$ cat src/hw/rtl/irpw_pkg.sv
// Shared types and constants of the pulse-width frame encoder.
`timescale 1ns / 1ps
package irpw_pkg;

    localparam int CODE_W      = 4;
    localparam int REG_W       = 16;
    localparam int DUR_W       = 17;
    localparam int IDX_W       = 3;
    localparam int QUEUE_DEPTH = 2;

    typedef enum logic [IDX_W-1:0] {
        REG_LEADER_MARK  = 3'd0,
        REG_LEADER_SPACE = 3'd1,
        REG_ONE_MARK     = 3'd2,
        REG_ZERO_MARK    = 3'd3,
        REG_BIT_SPACE    = 3'd4,
        REG_STOP_MARK    = 3'd5,
        REG_END_GAP      = 3'd6
    } reg_idx_t;

    localparam logic [REG_W-1:0] RST_LEADER_MARK  = 16'd16800;
    localparam logic [REG_W-1:0] RST_LEADER_SPACE = 16'd8400;
    localparam logic [REG_W-1:0] RST_ONE_MARK     = 16'd1844;
    localparam logic [REG_W-1:0] RST_ZERO_MARK    = 16'd524;
    localparam logic [REG_W-1:0] RST_BIT_SPACE    = 16'd500;
    localparam logic [REG_W-1:0] RST_STOP_MARK    = 16'd526;
    localparam logic [REG_W-1:0] RST_END_GAP      = 16'd20000;

    typedef struct packed {
        logic [REG_W-1:0] leader_mark;
        logic [REG_W-1:0] leader_space;
        logic [REG_W-1:0] one_mark;
        logic [REG_W-1:0] zero_mark;
        logic [REG_W-1:0] bit_space;
        logic [REG_W-1:0] stop_mark;
        logic [REG_W-1:0] end_gap;
    } cfg_t;

    // A button code moving from the front end through the queue.
    typedef struct packed {
        logic              valid;
        logic [CODE_W-1:0] code;
    } code_word_t;

endpackage

$ cat src/hw/rtl/irpw_queue.sv
// Short code queue between the front end and the segment sequencer.
`timescale 1ns / 1ps
module irpw_queue
    import irpw_pkg::*;
(
    input  logic       clk,
    input  logic       rst_n,
    input  code_word_t push,
    output logic       ready,
    output code_word_t head,
    input  logic       pop
);

    localparam int PTR_W = (QUEUE_DEPTH > 1) ? $clog2(QUEUE_DEPTH) : 1;
    localparam int CNT_W = $clog2(QUEUE_DEPTH + 1);

    logic [CODE_W-1:0] mem_reg [QUEUE_DEPTH];
    logic [PTR_W-1:0]  wr_ptr_reg, wr_ptr_next;
    logic [PTR_W-1:0]  rd_ptr_reg, rd_ptr_next;
    logic [CNT_W-1:0]  count_reg, count_next;
    logic              do_pop;

    assign ready      = (count_reg != CNT_W'(QUEUE_DEPTH));
    assign head.valid = (count_reg != '0);
    assign head.code  = mem_reg[rd_ptr_reg];
    assign do_pop     = pop && head.valid;

    always_comb
    begin
        wr_ptr_next = wr_ptr_reg;
        rd_ptr_next = rd_ptr_reg;
        count_next  = count_reg;
        if (push.valid)
        begin
            wr_ptr_next = (wr_ptr_reg == PTR_W'(QUEUE_DEPTH - 1)) ? '0 : wr_ptr_reg + 1'b1;
        end
        if (do_pop)
        begin
            rd_ptr_next = (rd_ptr_reg == PTR_W'(QUEUE_DEPTH - 1)) ? '0 : rd_ptr_reg + 1'b1;
        end
        if (push.valid && !do_pop)
        begin
            count_next = count_reg + 1'b1;
        end
        else if (!push.valid && do_pop)
        begin
            count_next = count_reg - 1'b1;
        end
    end

    always_ff @(posedge clk or negedge rst_n)
    begin
        if (!rst_n)
        begin
            wr_ptr_reg <= '0;
            rd_ptr_reg <= '0;
            count_reg  <= '0;
        end
        else
        begin
            wr_ptr_reg <= wr_ptr_next;
            rd_ptr_reg <= rd_ptr_next;
            count_reg  <= count_next;
        end
    end

    always_ff @(posedge clk)
    begin
        if (push.valid)
        begin
            mem_reg[wr_ptr_reg] <= push.code;
        end
    end

endmodule

$ cat config.mk
export PLATFORM = sky130hd
export DESIGN_NAME = irpw_queue
export DESIGN_NICKNAME = d
export VERILOG_FILES = /design/src/hw/rtl/irpw_pkg.sv /design/src/hw/rtl/irpw_queue.sv
export SDC_FILE = /design/constraint.sdc
export NUM_CORES = 1
export LEC_CHECK = 0
export BUFFER_PORTS_ARGS = -buffer_cell sky130_fd_sc_hd__buf_2
export CAP_MARGIN = 20
export CORE_MARGIN = 3
export CORE_UTILIZATION = 35
export DETAILED_ROUTE_END_ITERATION = 8
export SYNTH_ARGS = -nofsm -noshare
export SYNTH_HDL_FRONTEND = slang
export SYNTH_SLANG_ARGS = --single-unit
$ cat constraint.sdc
create_clock -name clk -period 1.4 [get_ports clk]
set_clock_uncertainty 0.15 [all_clocks]
set_input_delay 0.07 -clock clk [delete_from_list [all_inputs] [get_ports clk]]
set_output_delay 0.07 -clock clk [all_outputs]
set_load 0.005 [all_outputs]
==> impl_metrics.env <==
export IMPL_period_share=1.02
export IMPL_syn2layout_area_growth_pct=57.9
export IMPL_intPower_mw=1.01
export IMPL_wl_per_cell_microns=12.2
export IMPL_reg2regPathDepth=6
export IMPL_drv_cap=0
export IMPL_synthFlopType="edfxtp_1"
export IMPL_r2r_start="count_reg[0]"
export IMPL_switching_power_mw=0.402
export IMPL_min_delay_path_class="in -> reg"
export IMPL_finalWirelength_microns=869
export IMPL_cts_root_buf="clkbuf_4"
export IMPL_fin_crit_ns=1.43
export IMPL_cts_tree="done"
export IMPL_violations="setup timing"
export IMPL_cp_slowest_cell="dfrtp_1"
export IMPL_sequentialPowerShare=0.407
export IMPL_grt_pass1_wl_mm=1.44
export IMPL_synth_top_area_frac=0.496
export IMPL_place_area_sq_um=589
export IMPL_ys_types=12
export IMPL_rsz0062_at_grt="yes"
export IMPL_io_buffers=13
export IMPL_cts_buffer_depth=2
export IMPL_rows=12
export IMPL_critPathMaxStageDelay_ns=0.38
export IMPL_initial_core_util=0.403
export IMPL_place_detailed_hpwl_microns=610
export IMPL_worstPathRequired_ns=1.41
export IMPL_h_tree_depth=1
export IMPL_overflow=0
export IMPL_p_leak_nw=0.325
export IMPL_synth_top_area_cell="edfxtp_1"
export IMPL_multi_input_area_sq_um=181
export IMPL_clock_sinks=12
export IMPL_drc_errors=0
export IMPL_max_clock_freq_ghz=0.700
export IMPL_ys_ff_latch=12
export IMPL_min_path_cells=3
export IMPL_reg2reg_slack_ns=-0.03
export IMPL_hold_end="count_reg[0]"
export IMPL_power_frac_comb=0.437
export IMPL_relSlewSlack=0.748
export IMPL_ant_nets=0
export IMPL_final_hold_viol_count=0
export IMPL_synthArstFlopShare=0.333
export IMPL_status="complete, but fails checks"
export IMPL_grt_max_degree=8
export IMPL_crit_fanout=2
export IMPL_syn_area_sq_um=484
export IMPL_synth_warnings=0
export IMPL_synth_seq_area_share=0.703
export IMPL_largest_reg_flops=8
export IMPL_p_clk_frac=0.156
export IMPL_die_w_microns=43.2
export IMPL_n_fill_cell=86
export IMPL_dr_pass1_iters=3
export IMPL_antenna_cells=0
export IMPL_first_iter_violations=5
export IMPL_yosys_top_cells_area="edfxtp_1, dfrtp_1, mux2_1"
export IMPL_tightest_slew_ns=0.378
export IMPL_worstPathArrival_ns=1.43
export IMPL_grt_pass1_vias=359
export IMPL_synth_area_per_cell_sq_um=17.3
export IMPL_syn_inst=28
export IMPL_antenna_found_initial=0
export IMPL_fin_area_sq_um=764
export IMPL_startpoint_type="flop"
export IMPL_irDropWorstVdd_mv=0.768
export IMPL_powerDensity_nw_per_um2=1840
export IMPL_slew_violations=0
export IMPL_vias=321
export IMPL_die_area_sq_um=1870
export IMPL_nNetsFinal=67
export IMPL_worstSetupEndpointType="flop"
export IMPL_drive_above_1_share=0.544
export IMPL_layoutNonFillerInstCount=71
export IMPL_syn_num_nets=37
export IMPL_finalPower_mw=1.41
export IMPL_via_per_inst=4.52
export IMPL_cts_buffers=3
export IMPL_min_from="push[4]"
export IMPL_clk_transition_reported_paths_ns=0.07
export IMPL_fin_ws_ns=-0.0284
export IMPL_clk_latency_ns=0.27
export IMPL_grt_usage=0.111
export IMPL_synth_edf_count=8
export IMPL_core_area_sq_um=1200
export IMPL_ios=14
export IMPL_setup_viol=1
export IMPL_switching_share=0.285
export IMPL_r2r_end="count_reg[1]"
export IMPL_synthTopCellsByCount="edfxtp_1, dfrtp_1, mux2_1, xor2_1, xnor2_1"
export IMPL_path_cells="or2_4 -> nand2_4 -> ha_4 -> xor2_2 -> nor2_2 -> xor2_1"
export IMPL_worstSetupPathType="reg -> reg"
export IMPL_gp_congestion=0.739
export IMPL_die_h_microns=43.2
export IMPL_register_area_sq_um=342
export IMPL_synth_most_common_cell="edfxtp_1"
export IMPL_placed_cells=58
==> per-stage QoR <==
step / setup TNS (ns) / hold WS, ns / setup WS (ns) / util
after floorplan: -0.0546 / -0.376 / -0.0546 / -
after global placement: -0.0276 / -0.271 / -0.0276 / 0.491
after detailed placement: -0.0715 / -0.266 / -0.0715 / 0.491
after CTS: -0.0726 / 0.0268 / -0.0445 / 0.619
after global routing: -0.157 / 0.0396 / -0.0865 / 0.636
final: -0.0284 / 0.0276 / -0.0284 / 0.636
==> power by group through the flow <==
stage / logic (mW) / registers (mW) / clock network (mW)
2_1_floorplan: 0.236 / 0.566 / 0
3_3_place_gp: 0.407 / 0.563 / 0
3_5_place_dp: 0.421 / 0.572 / 0
4_1_cts: 0.566 / 0.578 / 0.231
5_1_grt: 0.666 / 0.586 / 0.248
6_report: 0.616 / 0.574 / 0.221
==> worst max path at each step <==
stage              endpoint  cells after the start  slack (ns)         start
2_1_floorplan  count_reg[1]                      6       -0.05  count_reg[1]
3_3_place_gp   count_reg[1]                      6       -0.03  count_reg[1]
3_5_place_dp   count_reg[1]                      6       -0.07  count_reg[1]
4_1_cts        count_reg[1]                      6       -0.04  count_reg[0]
5_1_grt        count_reg[1]                      6       -0.09  count_reg[0]
6_report       count_reg[1]                      6       -0.03  count_reg[0]
==> routing by layer <==
layer | routed length, microns | global-route usage
met5 | 0 | 0
met4 | 17 | 0.108
met3 | 31 | 0.0254
met2 | 466 | 0.183
met1 | 353 | 0.108
==> cells in the final DEF, fill, tap and decap left out, types with 2 or more instances in the layout <==
cell | netlist | routed
xor2_1 | 3 | 2
clkbuf_4 | 0 | 3
dlygate4sd3_1 | 0 | 7
mux2_4 | 0 | 4
dfrtp_1 | 4 | 3
buf_6 | 0 | 4
xnor2_1 | 2 | 2
buf_4 | 0 | 5
buf_2 | 0 | 9
edfxtp_1 | 8 | 8
==> critical path: cells and delay by family (launching register included) <==
kind                     cells  cell delay (ns)
AND/OR/NAND/NOR              3             0.39
adder cells (fa/ha/maj)      1             0.13
XOR/XNOR                     2             0.27
flip-flops                   1             0.38
==> layout make-up <==
type | instances | area share
Multi-Input combinational cell | 16 | 0.237
Timing Repair Buffer | 25 | 0.259
Clock buffer | 4 | 0.0344
Sequential cell | 12 | 0.447
Tap cell | 14 | 0.0229
==> kinds of logic (layout without fill, tap and decap cells) <==
| family | Yosys count | after routing | synth area share |
|---|---|---|---|
| adder cells (fa/ha/maj) | 1 | 1 | 0.0258 |
| flip-flops | 12 | 12 | 0.703 |
| XOR/XNOR | 5 | 5 | 0.0905 |
| multiplexers | 4 | 4 | 0.0930 |
| buffers and inverters | 0 | 29 | 0 |
| AND/OR/NAND/NOR | 6 | 6 | 0.0879 |
==> repair_timing <==
| item | CTS | global route |
|---|---|---|
| hold endpoints to repair | 13 | 0 |
| resized for setup | 11 | 2 |
| buffers inserted | 1 | 1 |
| setup endpoints to repair | 5 | 5 |
| hold buffers | 7 | 0 |
| pin swaps | 3 | 0 |
No activity file was read; power rests on OpenSTA's default activity.
